File: config.mk
export PLATFORM = sky130hd
export DESIGN_NAME = ske_cell
export DESIGN_NICKNAME = d
export VERILOG_FILES = /design/src/ske_pkg.sv /design/src/ske_cell.sv
export SDC_FILE = /design/constraint.sdc
export NUM_CORES = 1
export LEC_CHECK = 0
export ABC_AREA = 1
export BUFFER_PORTS_ARGS = -buffer_cell sky130_fd_sc_hd__buf_2
export CORE_AREA = 2 2 118 120
export CTS_BUF_LIST = sky130_fd_sc_hd__clkbuf_8
export CTS_CLUSTER_DIAMETER = 30
export DETAILED_ROUTE_END_ITERATION = 16
export DIE_AREA = 0 0 120 122
export PLACE_DENSITY = 0.81
export SYNTH_ARGS = -nofsm -noshare
export SYNTH_HDL_FRONTEND = slang
export SYNTH_SLANG_ARGS = --single-unit
File: constraint.sdc
create_clock -name clk -period 1.7 [get_ports clk]
set_input_delay 0.085 -clock clk [delete_from_list [all_inputs] [get_ports clk]]
set_output_delay 0.085 -clock clk [all_outputs]
set_load 0.02 [all_outputs]
File: src/ske_pkg.sv
// Package for the sorted key set engine: codes, cell command type and shared defaults.
// Used by every module under src; depends on nothing.
`timescale 1ns / 1ps
`default_nettype none

package ske_pkg;

    localparam int CAPACITY_DEF = 1024;
    localparam int KEY_BITS_DEF = 48;

    localparam int ACTION_W = 2;
    localparam int STATUS_W = 3;
    localparam int POS_W    = 11;

    localparam logic [ACTION_W-1:0] ACT_INSERT = 2'd0;
    localparam logic [ACTION_W-1:0] ACT_RENAME = 2'd1;
    localparam logic [ACTION_W-1:0] ACT_REMOVE = 2'd2;

    localparam logic [STATUS_W-1:0] STAT_OK       = 3'd0;
    localparam logic [STATUS_W-1:0] STAT_DUP      = 3'd1;
    localparam logic [STATUS_W-1:0] STAT_NOTFOUND = 3'd2;
    localparam logic [STATUS_W-1:0] STAT_FULL     = 3'd3;
    localparam logic [STATUS_W-1:0] STAT_ZERO     = 3'd4;

    // What a cell does with its key at the commit edge.
    typedef enum logic [1:0] {
        OP_HOLD,
        OP_FROM_LEFT,
        OP_FROM_RIGHT,
        OP_LOAD
    } cell_op_t;

    // Compare results a cell captures when an item is accepted.
    typedef struct packed {
        logic lt_key;
        logic eq_key;
        logic lt_new;
        logic eq_new;
    } cell_flags_t;

    typedef enum logic [1:0] {
        S_IDLE,
        S_ENCODE,
        S_APPLY
    } ske_state_t;

endpackage

`default_nettype wire

File: src/ske_cell.sv
// One storage cell of the sorted key row: holds a key, compares it with the
// incoming keys and moves it to or from a neighbor. Depends on ske_pkg.
`timescale 1ns / 1ps
`default_nettype none

module ske_cell #(
    parameter int IDX      = 0,
    parameter int KEY_BITS = ske_pkg::KEY_BITS_DEF,
    parameter int CNT_W    = 11
) (
    input  wire                      clk,
    input  wire                      rst_n,
    input  wire                      sample,
    input  wire  [CNT_W-1:0]         count,
    input  wire  [KEY_BITS-1:0]      cmp_key,
    input  wire  [KEY_BITS-1:0]      cmp_new,
    input  ske_pkg::cell_op_t        op,
    input  wire  [KEY_BITS-1:0]      left_key,
    input  wire  [KEY_BITS-1:0]      right_key,
    input  wire  [KEY_BITS-1:0]      load_key,
    output logic [KEY_BITS-1:0]      key_out,
    output ske_pkg::cell_flags_t     flags
);

    logic [KEY_BITS-1:0]  key_reg;
    logic [KEY_BITS-1:0]  key_next;
    ske_pkg::cell_flags_t flags_reg;
    ske_pkg::cell_flags_t flags_next;
    logic                 live;

    // Only cells below the fill count hold a key of the set.
    assign live = CNT_W'(IDX) < count;

    always_comb
    begin
        flags_next.lt_key = live && (key_reg < cmp_key);
        flags_next.eq_key = live && (key_reg == cmp_key);
        flags_next.lt_new = live && (key_reg < cmp_new);
        flags_next.eq_new = live && (key_reg == cmp_new);
    end

    always_comb
    begin
        case (op)
            ske_pkg::OP_FROM_LEFT:  key_next = left_key;
            ske_pkg::OP_FROM_RIGHT: key_next = right_key;
            ske_pkg::OP_LOAD:       key_next = load_key;
            default:                key_next = key_reg;
        endcase
    end

    always_ff @(posedge clk)
    begin
        key_reg <= key_next;
    end

    always_ff @(posedge clk or negedge rst_n)
    begin
        if (!rst_n)
        begin
            flags_reg <= '0;
        end
        else if (sample)
        begin
            flags_reg <= flags_next;
        end
    end

    assign key_out = key_reg;
    assign flags   = flags_reg;

endmodule

`default_nettype wire

# [Word level (Yosys, flattened, before mapping)]
# Index checks and enable logic that the tools add are counted.
[totals] regBits=52 input_bits=256 out_inout_bits=52 word_cells=19
[classes] reduce_logical=5 n_lt_le_gt_ge=3 eq_ne=5 mux=1
[ops] cell="one-hot mux 48 bit (3 select lines)" n=1
[ops] cell="== test 48 bit" n=2
[ops] cell="< comparator 48 bit" n=2
[ops] cell="< comparator 1 x 11 -> 1 bit (first input constant)" n=1
[ops] cell="== test 2 bit (second input constant)" n=2
[ops] cell="logical AND 1 bit" n=4
[ops] cell="nonzero test 3 bit" n=1
[ops] cell="== test 2 x 1 -> 1 bit (second input constant)" n=1

# [Logic depth before layout (Yosys ltp)]
[logic_depth] depth_word=2 mapped_depth=14 ltp_nobuf=14

# [Worst setup path before layout]
# No wires, ideal clock.
[synth_path] path_type="in2reg" startpoint="input port op[0]" endpoint="register key_reg[0] (netlist: key_out[0]), enable pin" setup_ns=0.408 stages=3 n_path_buf=2 t_arrival_ns=1.502 path_slack_ns=-0.210 cell_sequence="buf_2 -> buf_2 -> or2_1"
[synth_between] elab_chain_len=2 elab_cells_between_ends=4 classes_between="3 x eq/ne; 1 x reduce/logical"
[synth_rtl] element="from (decl)" line="ske_cell.sv:17" source="input ske_pkg::cell_op_t op,"
[synth_rtl] element="== test 2 bit / == test 2 x 1 -> 1 bit (equally long branches)" line="ske_cell.sv:44" source="case (op)"
[synth_rtl] element="nonzero test 3 bit (no line) (*)"
[synth_rtl] element="to (signal assigned)" line="ske_cell.sv:54" source="key_reg <= key_next;"
[synth_rtl] element="to (decl)" line="ske_cell.sv:25" source="logic [KEY_BITS-1:0] key_reg;"
# Every way passes the cells marked *; elsewhere a longest branch is shown, timed or not.
# A chain may end at the register's enable or synchronous reset.

# [Worst setup path after layout]
[layout_path] startpoint="register key_reg[27] (netlist: key_out[27])" endpoint="register flags_reg, in the netlist flags[1]"
[layout_between] elab_chain_len=2
[layout_rtl] element="< comparator 48 bit" line="ske_cell.sv:38" source="flags_next.lt_new = live && (key_reg < cmp_new);"
[layout_rtl] element="logical AND 1 bit" line="ske_cell.sv:38"
[layout_rtl] element="to (signal assigned)" line="ske_cell.sv:65" source="flags_reg <= flags_next;"
[layout_rtl] element="to (decl)" line="ske_cell.sv:27" source="ske_pkg::cell_flags_t flags_reg;"
# No other way between the ends.

==> flow_results.org <==
** Pwr
- Cell internal power was estimated by the tool at 2.797 mW.
- Net Sw Frac :: 0.3702
- Summed over all nets, the switching power comes to 1.644 mW.
- In this run the power density over the cells is 614.9 nW/um2.
- The design draws 4.441 mW.
- The analysis attributes to cell leakage a power of 4.205 nW.
- Maximum vdd ir drop :: 0.0003927 V
- Gate power share :: 0.412
- Portion of total power attributed to the clock network :: 0.203
- Share of power burned in registers :: 0.386

** Global routing
- Global-route congestion overflow total :: 0
- Number of antenna violations at the first check in global routing :: 3
- The first global-routing pass estimated 25730 um of wire.
- Entering global routing, the biggest net connects 49 pins.
- For this run, the total global-route usage over all layers was measured as 0.2202.
- The via count of the first global-routing pass is 5687.

** Critical path
- Crit path launch type :: register
- The critical path ends at flags[1]$_DFFE_PN0P_.
- The worst setup path is of the reg -> reg kind.
- Worst path arrival time :: 1.89 ns
- Worst-case register-to-register setup slack :: 0.02 ns
- Counting cells, the worst reg-to-reg path comes to 10.
- Start point of the critical path :: key_out[27]$_DFFE_PP_
- The endpoint identified for the worst register-to-register timing path is flags[1]$_DFFE_PN0P_.
- Endpoint required time on the critical path :: 1.92 ns
- Worst setup EP type :: register
- Critical path peak fanout :: 3
- The worst register-to-register path begins at key_out[27]$_DFFE_PP_.

** Yosys
- Synthesis inferred 52 register bits.
- The number of nets handed over by synthesis was 1082.
- Distinct cell type count of the synthesized netlist :: 25
- Among all cell types in the netlist, the one instantiated most often is sky130_fd_sc_hd__nand2_1.
- Commonest cells post-synth :: 216 x sky130_fd_sc_hd__nand2_1, 120 x sky130_fd_sc_hd__inv_1, 110 x sky130_fd_sc_hd__nand3_1
- Number of flops mapped to enable cells by yosys :: 48
- Flip-flop cell with the highest count after synthesis :: sky130_fd_sc_hd__edfxtp_1
- Summed over all instances, the cell type with the most area after synthesis is sky130_fd_sc_hd__edfxtp_1.
- The share of the Yosys chip area taken by registers is 0.2939.
- During synthesis, Yosys emitted a total of 0 warnings.
- Async SR Flop Fraction :: 0.07692
- Mapped cell area :: 5245 um2
- The cell count after synthesis came out at 730.
- In this run the mean area of a mapped cell was 7.185 um2.
- Of the post-synthesis cell area, the dominant cell type holds 0.2748.
- By area the synthesized netlist is led by sky130_fd_sc_hd__edfxtp_1 27%, sky130_fd_sc_hd__ha_1 23%, sky130_fd_sc_hd__nand2_1 15%.

** Timing
- The max-slew violation total from the final report came to 0.
- In the finished design, the share of the clock period the worst path needs comes to 0.9861.
- Summed over all failing endpoints, the final setup total negative slack is 0 ns.
- Clock skew on the completed layout was measured at 0.01038 ns.
- Timing would allow up to 596.6 MHz.
- Final-report hold violation count :: 0
- Time the final worst path needs with I/O delays and setup :: 1.676 ns
- Slew at the pin with the worst max-slew slack :: 1.189 ns
- Final setup fails :: 0
- Setup repair after global routing could not meet its margin everywhere.
- Setup ws final :: 0.02370 ns
- Measured against its own limit, the worst slew margin works out to 0.2054.

** Routing
- Using the TritonRoute via totals, the vias-per-cell ratio works out to 4.789.
- The first TritonRoute pass finished after 4 iterations.
- Antenna Nets Post-Route :: 0
- In the final routed layout, each cell accounts on average for 13.68 um.
- Total via count after detailed routing :: 5842
- Initial DRC Count :: 236
- Residual DRC count :: 0
- For this block, the routed nets add up to 16690 um of wire.

** CTS
- Total clock sinks :: 52
- Clock slew at the register clock pins of the worst setup and hold paths :: 0.11 ns
- The clock reaches the later pin of the worst-skew pair after 0.31 ns.
- TritonCTS built the clock tree.
- The cell sitting at the root of the clock tree is a sky130_fd_sc_hd__clkbuf_8.
- Deepest level of the CTS H-tree :: 2
- Number of CTS-inserted buffers :: 5
- No sink is reached through more buffers than the 2 on the longest clock path.

** Finish
- Final Instance Area :: 7223 um2
- Ratio of cells with drive above 1 in the final layout :: 0.3481
- Final layout net count :: 1388
- The register with the most flip-flops in the layout has 48 of them.
- Fill cells in the final layout number 1335.
- Layout Area Growth over Synthesis :: 37.71%

** Floorplanning
- Pin placement for this block handled 308 I/O pins.
- Chip Height :: 122 um
- Area of the placeable core :: 13500 um2
- Initial cell density of the core :: 0.3884
- Horizontal die dimension :: 120 um
- Area of the die :: 14640 um2
- After floorplanning, the core was divided into 43 placement rows.

** Placement
- Port-buffer cells :: 307
- In this run the cell area measured after placement is 6997 um2.
- Routability-driven placement finished with a final weighted congestion of 0.8606.
- OpenSTA, run right after detailed placement, puts the worst setup slack at -0.05053 ns.
- Detailed-placement wirelength estimate :: 13790 um

** Run
- The tool flagged a number of max-cap violations equal to 0.

** Run status
- Result of the run :: completed

** Min path
- Class of the tightest hold or removal check :: in -> reg
-- worst min-delay path by stage --
stage	start	end	slack, ns	cells after the start
finish	right_key[16]	key_out[16]$_DFFE_PP_	0.04	3
global route	right_key[16]	key_out[16]$_DFFE_PP_	0.03	3
CTS	right_key[16]	key_out[16]$_DFFE_PP_	0.02	3
detailed placement	rst_n	flags[2]$_DFFE_PN0P_	-0.10	1
global placement	rst_n	flags[2]$_DFFE_PN0P_	-0.10	1
floorplan	rst_n	flags[0]$_DFFE_PN0P_	-0.21	0
-- kinds of logic after synthesis --
family	Yosys count	share of synthesized area
compound gates	49	0.05105
simple gates	387	0.3173
fa+ha+maj	96	0.2290
buf+inv	146	0.1088
flops	52	0.2939
-- placed cells by master (no fill, tap or decap) --
| cell type | netlist | final |
|---|---|---|
| sky130_fd_sc_hd__edfxtp_1 | 48 | 48 |
| sky130_fd_sc_hd__nor2_1 | 39 | 37 |
| sky130_fd_sc_hd__nor2_2 | 7 | 5 |
| sky130_fd_sc_hd__nand3b_1 | 1 | 1 |
| sky130_fd_sc_hd__o21ai_2 | 1 | 1 |
| sky130_fd_sc_hd__nand2_4 | 0 | 1 |
| sky130_fd_sc_hd__clkbuf_8 | 0 | 5 |
| sky130_fd_sc_hd__dfrtp_1 | 4 | 4 |
| sky130_fd_sc_hd__ha_4 | 0 | 3 |
| sky130_fd_sc_hd__or2_2 | 0 | 1 |
| sky130_fd_sc_hd__diode_2 | 0 | 3 |
| sky130_fd_sc_hd__bufinv_16 | 0 | 1 |
| sky130_fd_sc_hd__nor2_4 | 1 | 5 |
| sky130_fd_sc_hd__buf_4 | 3 | 13 |
| sky130_fd_sc_hd__a21o_1 | 6 | 6 |
| sky130_fd_sc_hd__o21ai_0 | 6 | 6 |
| sky130_fd_sc_hd__a21oi_1 | 35 | 35 |
| sky130_fd_sc_hd__nand2_2 | 3 | 5 |
| sky130_fd_sc_hd__clkinvlp_4 | 0 | 1 |
| sky130_fd_sc_hd__buf_2 | 9 | 307 |
| sky130_fd_sc_hd__nand3b_4 | 1 | 1 |
| sky130_fd_sc_hd__ha_1 | 96 | 93 |
| sky130_fd_sc_hd__nand2_1 | 216 | 213 |
| sky130_fd_sc_hd__nor3_2 | 1 | 5 |
| sky130_fd_sc_hd__dlygate4sd3_1 | 0 | 1 |
| sky130_fd_sc_hd__clkinv_2 | 0 | 1 |
| sky130_fd_sc_hd__nand3_1 | 110 | 110 |
| sky130_fd_sc_hd__a21oi_2 | 1 | 1 |
| sky130_fd_sc_hd__nand4_1 | 3 | 3 |
| sky130_fd_sc_hd__inv_2 | 4 | 5 |
| sky130_fd_sc_hd__inv_1 | 120 | 119 |
-- metal layers --
metal / track usage / vias up / wire [um]
met5: 0 / - / 0
met1: 0.2496 / 2590 / 6734
met3: 0.04354 / 46 / 1069
li1: - / 2983 / -
met4: 0.09779 / 0 / 512
met2: 0.3999 / 223 / 8372
-- through the flow --
| stage | util | std cells | hold slack [ns] |
|---|---|---|---|
| detailed placement | 0.5181 | 1207 | -0.1049 |
| CTS | 0.5288 | 1216 | 0.02352 |
| finish | 0.5349 | 1220 | 0.03845 |
| floorplan | - | 730 | -0.2106 |
| global placement | 0.5181 | 1207 | -0.1046 |
| global route | 0.5349 | 1220 | 0.02875 |
-- worst max-delay path: stages, from the launching register on --
cell                       delay (ns)
sky130_fd_sc_hd__edfxtp_1        0.43
sky130_fd_sc_hd__ha_1            0.32
sky130_fd_sc_hd__nand2_1         0.07
sky130_fd_sc_hd__inv_2           0.05
sky130_fd_sc_hd__nand3_1         0.08
sky130_fd_sc_hd__nor3_2          0.17
sky130_fd_sc_hd__nand2_1         0.13
sky130_fd_sc_hd__nor2_2          0.16
sky130_fd_sc_hd__nand2_1         0.07
sky130_fd_sc_hd__nand3_1         0.06
sky130_fd_sc_hd__nand2_1         0.05
-- cell type report --
cell class | instances | area, um2 | share of cell area
antenna | 3 | 7.507 | 0.001039
clock buffer | 5 | 68.82 | 0.009527
clock inverter | 3 | 42.54 | 0.005889
inverter | 124 | 465.4 | 0.06444
multi-input combinational | 532 | 3228 | 0.4469
sequential | 52 | 1541 | 0.2134
tap | 180 | 225.2 | 0.03118
timing repair buffer | 321 | 1644 | 0.2276
-- power groups by stage --
| stage | registers (mW) | logic [mW] | clock network (mW) |
|---|---|---|---|
| after floorplan | 1.90 | 0.891 | 0 |
| after global placement | 1.73 | 1.76 | 0 |
| after detailed placement | 1.74 | 1.79 | 0 |
| after CTS | 1.71 | 1.81 | 0.932 |
| after global routing | 1.74 | 2.08 | 0.958 |
| final | 1.71 | 1.83 | 0.901 |
-- timing repair --
action                                  CTS  global route
gates cloned                              0             0
hold buffers                              1             0
resized for setup                         3            14
endpoints found under the setup margin    4             4
hold endpoints to repair                  4             0
setup buffers                             0             1
pin swaps                                 1             9
(Power assumes the default switching activity.)
